<file path="src/rtl/fba_pkg.sv">
`default_nettype none

package fba_pkg;

  localparam int unsigned ADDR_W    = 32;
  localparam int unsigned BBYTES_W  = 13;
  localparam int unsigned BCOUNT_W  = 7;
  localparam int unsigned STRIDE_W  = 14;
  localparam int unsigned BNUM_W    = 6;
  localparam int unsigned CFG_IDX_W = 2;
  localparam int unsigned DIV_STEPS = ADDR_W;
  localparam int unsigned STEP_W    = $clog2(DIV_STEPS);

  localparam logic [CFG_IDX_W-1:0] CFG_POOL_BASE     = 2'd0;
  localparam logic [CFG_IDX_W-1:0] CFG_BLOCK_BYTES   = 2'd1;
  localparam logic [CFG_IDX_W-1:0] CFG_BLOCKS_IN_USE = 2'd2;

  typedef enum logic [2:0] {
    ST_OK       = 3'd0,
    ST_FULL     = 3'd1,
    ST_RANGE    = 3'd2,
    ST_MISALIGN = 3'd3,
    ST_NOTUSED  = 3'd4
  } status_e;

  typedef enum logic [3:0] {
    S_CLEAR,
    S_IDLE,
    S_ALLOC_RD,
    S_ALLOC_CHK,
    S_FREE_RANGE,
    S_FREE_DIV,
    S_FREE_RD,
    S_FREE_CHK,
    S_DONE
  } state_e;

  typedef struct packed {
    logic                start;
    logic [ADDR_W-1:0]   dividend;
    logic [STRIDE_W-1:0] divisor;
  } div_req_t;

  typedef struct packed {
    logic                done;
    logic [ADDR_W-1:0]   quot;
    logic [STRIDE_W-1:0] rem;
  } div_rsp_t;

endpackage

`default_nettype wire

</file>
<file path="src/rtl/fba_if.sv">
`default_nettype none

interface fba_req_if;
  logic                      valid;
  logic                      ready;
  logic                      mode;
  logic [fba_pkg::ADDR_W-1:0] release_address;

  modport source (output valid, mode, release_address, input ready);
  modport sink (input valid, mode, release_address, output ready);
endinterface

interface fba_rsp_if;
  logic                       valid;
  logic                       ready;
  logic [2:0]                 status;
  logic [fba_pkg::ADDR_W-1:0] granted_address;
  logic [fba_pkg::BNUM_W-1:0] block_number;

  modport source (output valid, status, granted_address, block_number, input ready);
  modport sink (input valid, status, granted_address, block_number, output ready);
endinterface

interface fba_cfg_if;
  logic                          valid;
  logic                          ready;
  logic [fba_pkg::CFG_IDX_W-1:0] index;
  logic [fba_pkg::ADDR_W-1:0]    data;

  modport source (output valid, index, data, input ready);
  modport sink (input valid, index, data, output ready);
endinterface

`default_nettype wire

</file>
<file path="src/rtl/fba_ram.sv">
`default_nettype none

module fba_ram #(
  parameter int unsigned WIDTH = 1,
  parameter int unsigned DEPTH = 64,
  localparam int unsigned AW = (DEPTH > 1) ? $clog2(DEPTH) : 1
) (
  input  wire logic             clk_i,
  input  wire logic             we_i,
  input  wire logic [AW-1:0]    waddr_i,
  input  wire logic [WIDTH-1:0] wdata_i,
  input  wire logic [AW-1:0]    raddr_i,
  output logic      [WIDTH-1:0] rdata_o
);

  logic [WIDTH-1:0] mem_q [DEPTH];
  logic [WIDTH-1:0] rdata_q;

  always_ff @(posedge clk_i) begin
    if (we_i) begin
      mem_q[waddr_i] <= wdata_i;
    end
    rdata_q <= mem_q[raddr_i];
  end

  assign rdata_o = rdata_q;

endmodule

`default_nettype wire

</file>
<file path="src/rtl/fba_div.sv">
`default_nettype none

module fba_div (
  input  wire logic              clk_i,
  input  wire logic              rst_ni,
  input  wire fba_pkg::div_req_t req_i,
  output fba_pkg::div_rsp_t      rsp_o
);

  import fba_pkg::*;

  logic                busy_q;
  logic                done_q;
  logic [STEP_W-1:0]   cnt_q;
  logic [STRIDE_W-1:0] rem_q;
  logic [ADDR_W-1:0]   quo_q;
  logic [STRIDE_W-1:0] dvs_q;
  logic [STRIDE_W:0]   rem_sh;
  logic [STRIDE_W:0]   diff;
  logic                ge;
  logic                last;

  // One restoring step per cycle: shift in the next dividend bit and subtract if it fits.
  assign rem_sh = {rem_q, quo_q[ADDR_W-1]};
  assign diff   = rem_sh - {1'b0, dvs_q};
  assign ge     = (rem_sh >= {1'b0, dvs_q});
  assign last   = (cnt_q == STEP_W'(DIV_STEPS - 1));

  always_ff @(posedge clk_i or negedge rst_ni) begin
    if (!rst_ni) begin
      busy_q <= 1'b0;
      done_q <= 1'b0;
      cnt_q  <= '0;
    end else begin
      done_q <= busy_q && last;
      if (req_i.start) begin
        busy_q <= 1'b1;
        cnt_q  <= '0;
      end else if (busy_q) begin
        if (last) begin
          busy_q <= 1'b0;
        end
        cnt_q <= cnt_q + STEP_W'(1);
      end
    end
  end

  always_ff @(posedge clk_i) begin
    if (req_i.start) begin
      rem_q <= '0;
      quo_q <= req_i.dividend;
      dvs_q <= req_i.divisor;
    end else if (busy_q) begin
      rem_q <= ge ? diff[STRIDE_W-1:0] : rem_sh[STRIDE_W-1:0];
      quo_q <= {quo_q[ADDR_W-2:0], ge};
    end
  end

  assign rsp_o.done = done_q;
  assign rsp_o.quot = quo_q;
  assign rsp_o.rem  = rem_q;

endmodule

`default_nettype wire

</file>
<file path="src/rtl/fixed_block_allocator_unit.sv">
// Allocate: blocks are probed in turn, a map read then a check, until one is free or all are.
// Free: the offset is divided by the stride in the 32-step serial divider unless out of range.
// One request is in flight at a time; the unit returns to idle, ready for the next request, as
// its result enters the output register, once any earlier result there has been accepted.
// After reset all MAX_BLOCKS entries of the used-block map are cleared with request ready low.
// Configuration writes are taken on any cycle.
`default_nettype none

module fixed_block_allocator_unit #(
  parameter int unsigned MAX_BLOCKS  = 64,
  parameter int unsigned GUARD_BYTES = 4
) (
  input  wire logic   clk_i,
  input  wire logic   rst_ni,
  fba_req_if.sink     req_i,
  fba_rsp_if.source   rsp_o,
  fba_cfg_if.sink     cfg_i
);

  import fba_pkg::*;

  localparam int unsigned IDX_W = (MAX_BLOCKS > 1) ? $clog2(MAX_BLOCKS) : 1;
  localparam int unsigned CNT_W = $clog2(MAX_BLOCKS + 1);
  localparam int unsigned CMP_W = (CNT_W > BCOUNT_W) ? CNT_W : BCOUNT_W;
  localparam int unsigned PS_W  = STRIDE_W + CMP_W;
  localparam int unsigned RW    = (PS_W > ADDR_W) ? PS_W : ADDR_W;

  state_e state_q, state_d;

  logic [ADDR_W-1:0]   base_q;
  logic [BBYTES_W-1:0] bbytes_q;
  logic [BCOUNT_W-1:0] bcount_q;

  logic [ADDR_W-1:0]   addr_q;
  logic [IDX_W-1:0]    idx_q, idx_d;
  logic [ADDR_W-1:0]   off_q, off_d;
  logic [PS_W-1:0]     psize_q;

  status_e             res_status_q, res_status_d;
  logic [ADDR_W-1:0]   res_addr_q, res_addr_d;
  logic [BNUM_W-1:0]   res_num_q, res_num_d;

  logic                rsp_valid_q, rsp_valid_d;
  status_e             rsp_status_q, rsp_status_d;
  logic [ADDR_W-1:0]   rsp_addr_q, rsp_addr_d;
  logic [BNUM_W-1:0]   rsp_num_q, rsp_num_d;

  logic [CMP_W-1:0]    eff_cnt;
  logic [CMP_W-1:0]    bcount_w;
  logic [STRIDE_W-1:0] stride;
  logic [ADDR_W-1:0]   offset;
  logic                out_of_range;
  logic                last_probe;
  logic                req_xfer;
  logic                out_free;

  logic                ram_we;
  logic [IDX_W-1:0]    ram_waddr;
  logic                ram_wdata;
  logic                ram_rdata;

  div_req_t            div_req;
  div_rsp_t            div_rsp;

  assign bcount_w     = CMP_W'(bcount_q);
  assign eff_cnt      = (bcount_w > CMP_W'(MAX_BLOCKS)) ? CMP_W'(MAX_BLOCKS) : bcount_w;
  assign stride       = STRIDE_W'(bbytes_q) + STRIDE_W'(GUARD_BYTES);
  assign offset       = addr_q - base_q;
  assign out_of_range = (addr_q < base_q) || (RW'(offset) >= RW'(psize_q));
  assign last_probe   = ((CMP_W'(idx_q) + CMP_W'(1)) >= eff_cnt);
  assign req_xfer     = req_i.valid && req_i.ready;
  assign out_free     = !rsp_valid_q || rsp_o.ready;

  assign req_i.ready  = (state_q == S_IDLE);
  assign cfg_i.ready  = 1'b1;

  assign rsp_o.valid           = rsp_valid_q;
  assign rsp_o.status          = rsp_status_q;
  assign rsp_o.granted_address = rsp_addr_q;
  assign rsp_o.block_number    = rsp_num_q;

  fba_ram #(
    .WIDTH (1),
    .DEPTH (MAX_BLOCKS)
  ) u_map (
    .clk_i   (clk_i),
    .we_i    (ram_we),
    .waddr_i (ram_waddr),
    .wdata_i (ram_wdata),
    .raddr_i (idx_q),
    .rdata_o (ram_rdata)
  );

  fba_div u_div (
    .clk_i  (clk_i),
    .rst_ni (rst_ni),
    .req_i  (div_req),
    .rsp_o  (div_rsp)
  );

  always_comb begin
    state_d = state_q;
    case (state_q)
      S_CLEAR: begin
        if (idx_q == IDX_W'(MAX_BLOCKS - 1)) begin
          state_d = S_IDLE;
        end
      end
      S_IDLE: begin
        if (req_xfer) begin
          if (req_i.mode) begin
            state_d = S_FREE_RANGE;
          end else if (eff_cnt == '0) begin
            state_d = S_DONE;
          end else begin
            state_d = S_ALLOC_RD;
          end
        end
      end
      S_ALLOC_RD: begin
        state_d = S_ALLOC_CHK;
      end
      S_ALLOC_CHK: begin
        if (!ram_rdata || last_probe) begin
          state_d = S_DONE;
        end else begin
          state_d = S_ALLOC_RD;
        end
      end
      S_FREE_RANGE: begin
        state_d = out_of_range ? S_DONE : S_FREE_DIV;
      end
      S_FREE_DIV: begin
        if (div_rsp.done) begin
          state_d = (div_rsp.rem != '0) ? S_DONE : S_FREE_RD;
        end
      end
      S_FREE_RD: begin
        state_d = S_FREE_CHK;
      end
      S_FREE_CHK: begin
        state_d = S_DONE;
      end
      S_DONE: begin
        if (out_free) begin
          state_d = S_IDLE;
        end
      end
      default: begin
        state_d = S_IDLE;
      end
    endcase
  end

  always_comb begin
    idx_d            = idx_q;
    off_d            = off_q;
    res_status_d     = res_status_q;
    res_addr_d       = res_addr_q;
    res_num_d        = res_num_q;
    ram_we           = 1'b0;
    ram_waddr        = idx_q;
    ram_wdata        = 1'b0;
    div_req.start    = 1'b0;
    div_req.dividend = offset;
    div_req.divisor  = stride;
    rsp_valid_d      = rsp_valid_q && !rsp_o.ready;
    rsp_status_d     = rsp_status_q;
    rsp_addr_d       = rsp_addr_q;
    rsp_num_d        = rsp_num_q;
    case (state_q)
      S_CLEAR: begin
        ram_we = 1'b1;
        if (idx_q == IDX_W'(MAX_BLOCKS - 1)) begin
          idx_d = '0;
        end else begin
          idx_d = idx_q + IDX_W'(1);
        end
      end
      S_IDLE: begin
        idx_d        = '0;
        off_d        = '0;
        res_status_d = ST_FULL;
        res_addr_d   = '0;
        res_num_d    = '0;
      end
      S_ALLOC_CHK: begin
        if (!ram_rdata) begin
          ram_we       = 1'b1;
          ram_wdata    = 1'b1;
          res_status_d = ST_OK;
          res_addr_d   = base_q + off_q;
          res_num_d    = BNUM_W'(idx_q);
        end else if (last_probe) begin
          res_status_d = ST_FULL;
          res_addr_d   = '0;
          res_num_d    = '0;
        end else begin
          idx_d = idx_q + IDX_W'(1);
          off_d = off_q + ADDR_W'(stride);
        end
      end
      S_FREE_RANGE: begin
        res_addr_d = '0;
        res_num_d  = '0;
        if (out_of_range) begin
          res_status_d = ST_RANGE;
        end else begin
          div_req.start = 1'b1;
        end
      end
      S_FREE_DIV: begin
        if (div_rsp.done) begin
          res_status_d = ST_MISALIGN;
          idx_d        = div_rsp.quot[IDX_W-1:0];
        end
      end
      S_FREE_CHK: begin
        if (!ram_rdata) begin
          res_status_d = ST_NOTUSED;
        end else begin
          ram_we       = 1'b1;
          ram_wdata    = 1'b0;
          res_status_d = ST_OK;
          res_num_d    = BNUM_W'(idx_q);
        end
      end
      S_DONE: begin
        if (out_free) begin
          rsp_valid_d  = 1'b1;
          rsp_status_d = res_status_q;
          rsp_addr_d   = res_addr_q;
          rsp_num_d    = res_num_q;
        end
      end
      default: begin
        idx_d = idx_q;
      end
    endcase
  end

  always_ff @(posedge clk_i or negedge rst_ni) begin
    if (!rst_ni) begin
      state_q     <= S_CLEAR;
      idx_q       <= '0;
      rsp_valid_q <= 1'b0;
      base_q      <= '0;
      bbytes_q    <= BBYTES_W'(16);
      bcount_q    <= BCOUNT_W'(64);
    end else begin
      state_q     <= state_d;
      idx_q       <= idx_d;
      rsp_valid_q <= rsp_valid_d;
      if (cfg_i.valid && cfg_i.ready) begin
        case (cfg_i.index)
          CFG_POOL_BASE:     base_q   <= cfg_i.data;
          CFG_BLOCK_BYTES:   bbytes_q <= cfg_i.data[BBYTES_W-1:0];
          CFG_BLOCKS_IN_USE: bcount_q <= cfg_i.data[BCOUNT_W-1:0];
          default: begin
            base_q <= base_q;
          end
        endcase
      end
    end
  end

  always_ff @(posedge clk_i) begin
    if (req_xfer) begin
      addr_q <= req_i.release_address;
    end
    off_q        <= off_d;
    psize_q      <= PS_W'(stride) * PS_W'(eff_cnt);
    res_status_q <= res_status_d;
    res_addr_q   <= res_addr_d;
    res_num_q    <= res_num_d;
    rsp_status_q <= rsp_status_d;
    rsp_addr_q   <= rsp_addr_d;
    rsp_num_q    <= rsp_num_d;
  end

endmodule

`default_nettype wire

</file>
<file path="src/flat_wrapper.sv">
// flat-port wrapper written by rule: the top's interface ports become plain ports
module fixed_block_allocator_unit_flat import fba_pkg::*;
#(
  parameter int unsigned MAX_BLOCKS  = 64,
  parameter int unsigned GUARD_BYTES = 4
)
  (clk_i, rst_ni, req_i_valid, req_i_mode, req_i_release_address, req_i_ready, rsp_o_valid, rsp_o_status, rsp_o_granted_address, rsp_o_block_number, rsp_o_ready, cfg_i_valid, cfg_i_index, cfg_i_data, cfg_i_ready);
  fba_req_if req_i_i ();
  fba_rsp_if rsp_o_i ();
  fba_cfg_if cfg_i_i ();
  input  wire logic clk_i;
  input  wire logic rst_ni;
  input wire logic [$bits(req_i_i.valid)-1:0] req_i_valid;
  input wire logic [$bits(req_i_i.mode)-1:0] req_i_mode;
  input wire logic [$bits(req_i_i.release_address)-1:0] req_i_release_address;
  output wire logic [$bits(req_i_i.ready)-1:0] req_i_ready;
  output wire logic [$bits(rsp_o_i.valid)-1:0] rsp_o_valid;
  output wire logic [$bits(rsp_o_i.status)-1:0] rsp_o_status;
  output wire logic [$bits(rsp_o_i.granted_address)-1:0] rsp_o_granted_address;
  output wire logic [$bits(rsp_o_i.block_number)-1:0] rsp_o_block_number;
  input wire logic [$bits(rsp_o_i.ready)-1:0] rsp_o_ready;
  input wire logic [$bits(cfg_i_i.valid)-1:0] cfg_i_valid;
  input wire logic [$bits(cfg_i_i.index)-1:0] cfg_i_index;
  input wire logic [$bits(cfg_i_i.data)-1:0] cfg_i_data;
  output wire logic [$bits(cfg_i_i.ready)-1:0] cfg_i_ready;
  assign req_i_i.valid = req_i_valid;
  assign req_i_i.mode = req_i_mode;
  assign req_i_i.release_address = req_i_release_address;
  assign req_i_ready = req_i_i.ready;
  assign rsp_o_valid = rsp_o_i.valid;
  assign rsp_o_status = rsp_o_i.status;
  assign rsp_o_granted_address = rsp_o_i.granted_address;
  assign rsp_o_block_number = rsp_o_i.block_number;
  assign rsp_o_i.ready = rsp_o_ready;
  assign cfg_i_i.valid = cfg_i_valid;
  assign cfg_i_i.index = cfg_i_index;
  assign cfg_i_i.data = cfg_i_data;
  assign cfg_i_ready = cfg_i_i.ready;
  fixed_block_allocator_unit #(.MAX_BLOCKS(MAX_BLOCKS), .GUARD_BYTES(GUARD_BYTES)) u_core (.clk_i(clk_i), .rst_ni(rst_ni), .req_i(req_i_i), .rsp_o(rsp_o_i), .cfg_i(cfg_i_i));
endmodule
</file>
<file path="config.mk">
export PLATFORM = sky130hd
export DESIGN_NAME = fixed_block_allocator_unit_flat
export DESIGN_NICKNAME = d
export VERILOG_FILES = /design/src/rtl/fba_pkg.sv /design/src/rtl/fba_if.sv /design/src/rtl/fba_ram.sv /design/src/rtl/fba_div.sv /design/src/rtl/fixed_block_allocator_unit.sv /design/src/flat_wrapper.sv
export SDC_FILE = /design/constraint.sdc
export NUM_CORES = 1
export LEC_CHECK = 0
export ABC_CLOCK_PERIOD_IN_PS = 9070
export BUFFER_PORTS_ARGS = -buffer_cell sky130_fd_sc_hd__buf_4
export CAP_MARGIN = 10
export CORE_MARGIN = 2
export CORE_UTILIZATION = 40
export CTS_CLUSTER_SIZE = 14
export DETAILED_ROUTE_END_ITERATION = 10
export PLACE_DENSITY_LB_ADDON = 0.2
export SYNTH_ARGS = -nofsm -noshare
export SYNTH_HDL_FRONTEND = slang
export SYNTH_HIERARCHICAL = 1
export SYNTH_SLANG_ARGS = --single-unit
</file>
<file path="constraint.sdc">
create_clock -name clk_i -period 9.07 [get_ports clk_i]
set_input_delay 1.3605 -clock clk_i [delete_from_list [all_inputs] [get_ports clk_i]]
set_output_delay 1.3605 -clock clk_i [all_outputs]
set_load 0.01 [all_outputs]
</file>
== Word level (Yosys, flattened, before mapping) ==
Memory sizes are Yosys's and may differ from the RTL's. A register that Yosys moved wholly into a read port is not among the register bits.
Cells that the tools add are included.

* $lt $le $gt $ge: 5
* Multiply operators: 1
* Reduce and logical (&&, ||, !) cells: 30
* Eq/ne operators: 21
* Add/subtract/negate cells: 8
* Mux-type cells: 50

{| class="wikitable"
|+ Operator list
! operator !! number
|-
| $mux W32 || 6
|-
| $pmux W32 S2 || 2
|-
| $mux W6 || 7
|-
| $mux W4 || 9
|-
| $pmux W4 S9 || 1
|-
| $add A32 B14 Y32 || 1
|-
| $add A32 B32 Y32 || 1
|-
| $ge A32 B21 Y1 || 1
|-
| $lt A32 B32 Y1 || 1
|-
| $sub A32 B32 Y32 || 1
|-
| $pmux W6 S4 || 1
|-
| $mul A14 B7 Y21 || 1
|-
| $pmux W6 S3 || 1
|-
| $eq A4 B3 Y1 const B || 4
|-
| $ge A15 B14 Y1 || 1
|-
| $mux W3 || 5
|-
| $pmux W3 S5 || 1
|-
| $add A13 B3 Y14 const B || 1
|-
| $mux W14 || 1
|-
| $reduce_bool A14 Y1 || 1
|-
| $sub A14 B14 Y14 || 1
|-
| $mux W1 || 12
|-
| $reduce_and A4 Y1 || 3
|-
| $mux W5 || 2
|-
| other kinds (30) || 50
|}

* Bits in registers: 297
* Output and inout port bits: 44
* Memories: 1
* Memory bits (writable): 64
* Input bits: 72

{| class="wikitable"
|+ Memory list
! name !! depth !! width !! rd ports !! clocked after memory_dff !! wr ports !! line !! text
|-
| u_core.u_map.mem_q || 64 || 1 || 1 || 1 || 1 || fba_ram.sv:16 || <nowiki>logic [WIDTH-1:0] mem_q [DEPTH];</nowiki>
|}

== Longest topological paths before layout ==
* Depth in word-level cells: 7
* Depth in mapped cells: 24
* Gate-level depth less buffers: 24

== Hierarchy ==
The synthesis kept the hierarchy.

{| class="wikitable"
|+ Modules (own cells, without submodules)
! module !! area an instance (um2) !! sequential area each (um2) !! instances !! cells an instance
|-
| fixed_block_allocator_unit || 16118.0 || 6383.6 || 1 || 1640
|-
| fba_div || 3504.6 || 1836.8 || 1 || 288
|-
| fba_ram || 2914.0 || 1941.9 || 1 || 204
|}

== Worst setup path before layout ==
OpenSTA, ideal clock, no wires.

* Kind: register to register
* Start: reg u_core.base_q[1]
* End: reg u_core.u_div.quo_q[0] (enable)
* Period minus slack after synthesis: 6.923 ns
* Cell stages (with the launch flop): 25
* Library setup time: 0.375 ns
* Path slack: 2.147 ns
* Arrival: 6.548 ns
* Data required time: 8.695 ns
* Path through: dfrtp_1 > inv_1 > ha_1 > nor2b_1 > o31a_1 > o31ai_2 > nand2_1 > a31oi_1 > o21ai_0 > a21o_1 > a21oi_1 > xnor2_1 > ha_1 > a21o_1 > a21o_1 > a21oi_1 > nor2b_1 > a2111oi_0 > nand2b_1 > nor4_2 > or4b_1 > nor4b_2 > buf_2 > buf_1 > or2_2

{| class="wikitable"
|+ RTL lines
! what !! line !! text
|-
| start: declaration || fixed_block_allocator_unit.sv:30 || <nowiki>logic [ADDR_W-1:0] base_q;</nowiki>
|-
| start signal: assignment || fixed_block_allocator_unit.sv:256 || <nowiki>CFG_POOL_BASE: base_q <= cfg_i.data;</nowiki>
|-
| start signal: assignment || fixed_block_allocator_unit.sv:260 || <nowiki>base_q <= base_q;</nowiki>
|-
| end signal: assignment || fba_div.sv:51 || <nowiki>quo_q <= req_i.dividend;</nowiki>
|-
| end signal: assignment || fba_div.sv:55 || <nowiki>quo_q <= {quo_q[ADDR_W-2:0], ge};</nowiki>
|-
| end: declaration || fba_div.sv:16 || <nowiki>logic [ADDR_W-1:0] quo_q;</nowiki>
|}

==> summary.txt <==
Logic synthesis
  • FF+latch count, synth: between 300 and 400
  • Ys flop type: edfxtp_1
  • Post-synth EDFFs: 256
  • Syn Inst Count: 2132
  • Synth Area in XOR/XNOR: 4.39%
  • Syn Area/Cell: 10.6 um2
  • Adder-cell share of the synthesized area: 14.6%
  • Mux contribution to synthesized area: 5.24%
  • Sequential share of the synthesized area: about 45%
  • Ys async rst share: 19.3%
  • Synth unique cells: 95
  • Syn_nets: 2430
  • Largest family of logic cells by synthesized area: adder cells
  • Post-synthesis compound-gate area fraction: 11.9%
  • YS warnings: 6
  • Mapped Area: ~23000 um2
  • Synth Area in Simple Gates: 14.4%

GRT
  • Total track usage: approximately a fifth
  • Met1 Use GR: 28.0%
  • Met3 usage in global routing: around 3.5%
  • GRT busiest layer: met2
  • Largest net degree at the start of global routing: 70
  • First-pass GRT wire length: 90900 um
  • Initial antenna violation count: 5
  • Vias in the first global route: 16200
  • Met2 usage: 32.3%
  • Total congestion overflow: 0

Route
  • Initial DRC Count: 1301
  • Vias: 16400
  • Remaining DRCs: 0
  • DRT antenna net count: 0
  • Drt first pass iters: 5
  • Final WL: ~60000 um
  • Vias per Instance: between 5 and 6
  • Wire per inst: between 15 and 20 um

Power
  • Sw power: 2.75 mW
  • Max VDD drop: 0.000136 V
  • P per Cell Area: about 280 nW/um2
  • Clock group share of total power: about a quarter
  • Combinational power share: 43.2%
  • Power Total: roughly 7.2 mW
  • Lkg Pwr: 10.5 nW
  • Flop pwr share: 30.9%
  • Internal: ~4.5 mW
  • Switching part of the total: a little under two fifths

Placement
  • Port buffer count: 114
  • Hpwl dp: ~44000 um
  • Gp weighted congestion: 0.920

Setup path
  • Critical path's largest stage delay: 720 ps
  • Reg-to-Reg End: u_core/u_div/quo_q[6]
  • CP max-delay cell: buf_4
  • Worst endpoint data arrival time: 7040 ps
  • Crit Path Class: register to register
  • Setup crit end kind: register
  • CP max FO: 69
  • Startpoint types: register
  • R2R cell count: 23
  • Reg2reg start: u_core/base_q[1]
  • CP most frequent cell: a21o_1
  • Critical-path cell list: inv_1 > ha_1 > nor2b_1 > o31a_1 > o31ai_2 > nand2_1 > a31oi_1 > o21ai_0 > a21o_1 > a21oi_1 > xnor2_1 > ha_1 > a21o_1 > a21o_1 > a21oi_1 > nor2b_1 > a2111oi_0 > nand2b_1 > nor4_2 > or4b_1 > nor4b_4 > buf_4 > mux2_2
  • Worst Path Required: 9390 ps
  • R2R Setup Slk: 2350 ps

Clock network
  • Hold-fix buffers, CTS: 0
  • CTS clk-pin slew, worst paths: 60 ps
  • Root Buffer: clkbuf_16
  • Post-CTS setup repair buffer count: 0
  • Inserted Clock Buffers: 44
  • CTS HTree Levels: 2
  • Resized Gates After CTS: 0
  • CTS tree: yes
  • Clk sinks: 362
  • Worst-Skew Late Latency: 590 ps
  • Max clock buf depth: 3

STA
  • Max Fclk: 149 MHz
  • Period minus WS final: 6720 ps
  • Worst-Margin Slew: 1120 ps
  • Worst clock skew: 28.3 ps
  • RSZ-0062 raised after global routing: false
  • Final setup viols: 0
  • Final Cycle Share: 74.1%
  • Max-slew headroom: 25.0%
  • TNS Setup: 0 ps
  • Pins over their slew limit: 0
  • Hold Vio Cnt, Final: 0

Finish
  • Commonest cells after routing, fill and taps aside: 256 x nor2_1, 256 x edfxtp_1, 181 x inv_1, 163 x ha_1, 162 x nand2_1
  • Final core occ: 46.0%
  • Fillcell total: 5230
  • Share of cells above drive strength 1: 13.1%
  • Final #Nets: 2545
  • Area Overhead vs Synth: 14.5%

Die
  • Die width: approximately 240 um
  • Core area: 56100 um2
  • Die H: 241 um
  • Die area: 58300 um2
  • I/O Pins: 116
  • Row cnt: 87
  • Initial Utilization: approximately 40%

Run status
  • Status: finished clean

Run
  • Maxcap violations: 0

Hold path
  • WHS Path Cells: 0
  • Worst hold path class: register to register
  • Hold Path Origin: u_core/res_addr_q[16]
  • Worst hold endpoint: u_core/rsp_o.granted_address[16]
## state kept, by name, indices dropped and copies added, names as in the netlist, 7 cells and up
signal	count
u_core/rsp_o.granted_address	32
u_core/res_addr_q	32
u_core/off_q	32
u_core/base_q	32
u_core/addr_q	32
u_core/bcount_q	7
u_core/u_div/rem_q	14
u_core/psize_q	21
u_core/u_div/dvs_q	14
u_core/bbytes_q	13
u_core/u_div/quo_q	32
u_core/u_map/mem_q	64
## worst max-delay path by stage
stage / startpoint / endpoint / slack (ps) / cells past startpoint
floorplan: u_core/base_q[1] / u_core/u_div/quo_q[0] / 2150 / 24
finish: u_core/base_q[1] / u_core/u_div/quo_q[6] / 2350 / 23
global route: u_core/base_q[1] / u_core/u_div/quo_q[5] / 1770 / 23
global placement: u_core/base_q[1] / u_core/u_div/quo_q[1] / 2590 / 23
CTS: u_core/base_q[1] / u_core/u_div/quo_q[0] / 2340 / 23
detailed placement: u_core/base_q[1] / u_core/u_div/quo_q[30] / 2390 / 23
## routing by layer
layer / up-vias / wire length, um / share of wire [%]
met3: 115 / 3790 / 6.5
li1: 7798 / - / -
met5: - / 14 / 0.024
met1: 7970 / 26300 / 45
met2: 502 / 26800 / 46
met4: 2 / 1800 / 3.1
## worst max-delay path: cells and delay by family (launching register included)
kind / cells / cell delay (ps)
xor+xnor: 1 / 170
buf+inv: 2 / 910
compound gates: 10 / 2580
fa+ha+maj: 2 / 560
flops: 1 / 370
simple gates: 7 / 1440
mux: 1 / 410
## metrics by stage
stage	cells	setup slack [ps]	cell area (um2)	hold WS, ps
6_report	3042	2350	25800	416
5_1_grt	3039	1770	25800	422
4_1_cts	3039	2340	25800	412
3_5_place_dp	2957	2390	24300	405
3_3_place_gp	2957	2590	24300	401
2_1_floorplan	2132	2150	22500	400
## cell families after synthesis
| family | after synthesis |
|---|---|
| other | 1 |
| xor gates and xnor gates | 113 |
| adders and majority gates | 226 |
| buffers and inverters | 249 |
| AOI/OAI and AO/OA | 407 |
| muxes | 87 |
| and+or+nand+nor | 687 |
| DFF | 362 |
## synth_stat cells (27+ instances only)
cell / number / area [um2]
a21oi_1: 106 / 531
edfxtp_1: 256 / 7690
xor2_1: 50 / 438
nand2_1: 162 / 608
and2_1: 29 / 181
a211oi_1: 27 / 203
inv_1: 181 / 679
clkbuf_1: 49 / 184
nand3_1: 45 / 225
dfrtp_1: 68 / 1700
o21ai_0: 92 / 460
nor2b_1: 36 / 225
a21o_1: 45 / 338
xnor2_1: 63 / 552
mux2_2: 56 / 631
ha_1: 163 / 2040
nor3_1: 31 / 155
nor2_1: 257 / 965
dfxtp_1: 36 / 721
fa_1: 63 / 1260
## power groups by stage
stage | Combinational, mW | Sequential, mW | Clock, mW
3_3_place_gp | 3.06 | 2.26 | 0
5_1_grt | 3.49 | 2.25 | 1.98
3_5_place_dp | 3.10 | 2.26 | 0
2_1_floorplan | 2.27 | 2.21 | 0
4_1_cts | 3.12 | 2.23 | 1.92
6_report | 3.12 | 2.23 | 1.87
## cell type report
cell class	count	area (um2)	share of cell area [%]
repair buffers	135	1010	3.93
multi-input cells	1521	11400	44.4
inverters	183	687	2.66
flip-flops and latches	362	10200	39.4
well taps	756	946	3.67
diodes	3	7.51	0.0291
clock buffers	63	1200	4.66
clock inverters	19	329	1.28
Power figures use the tool's default switching activity.
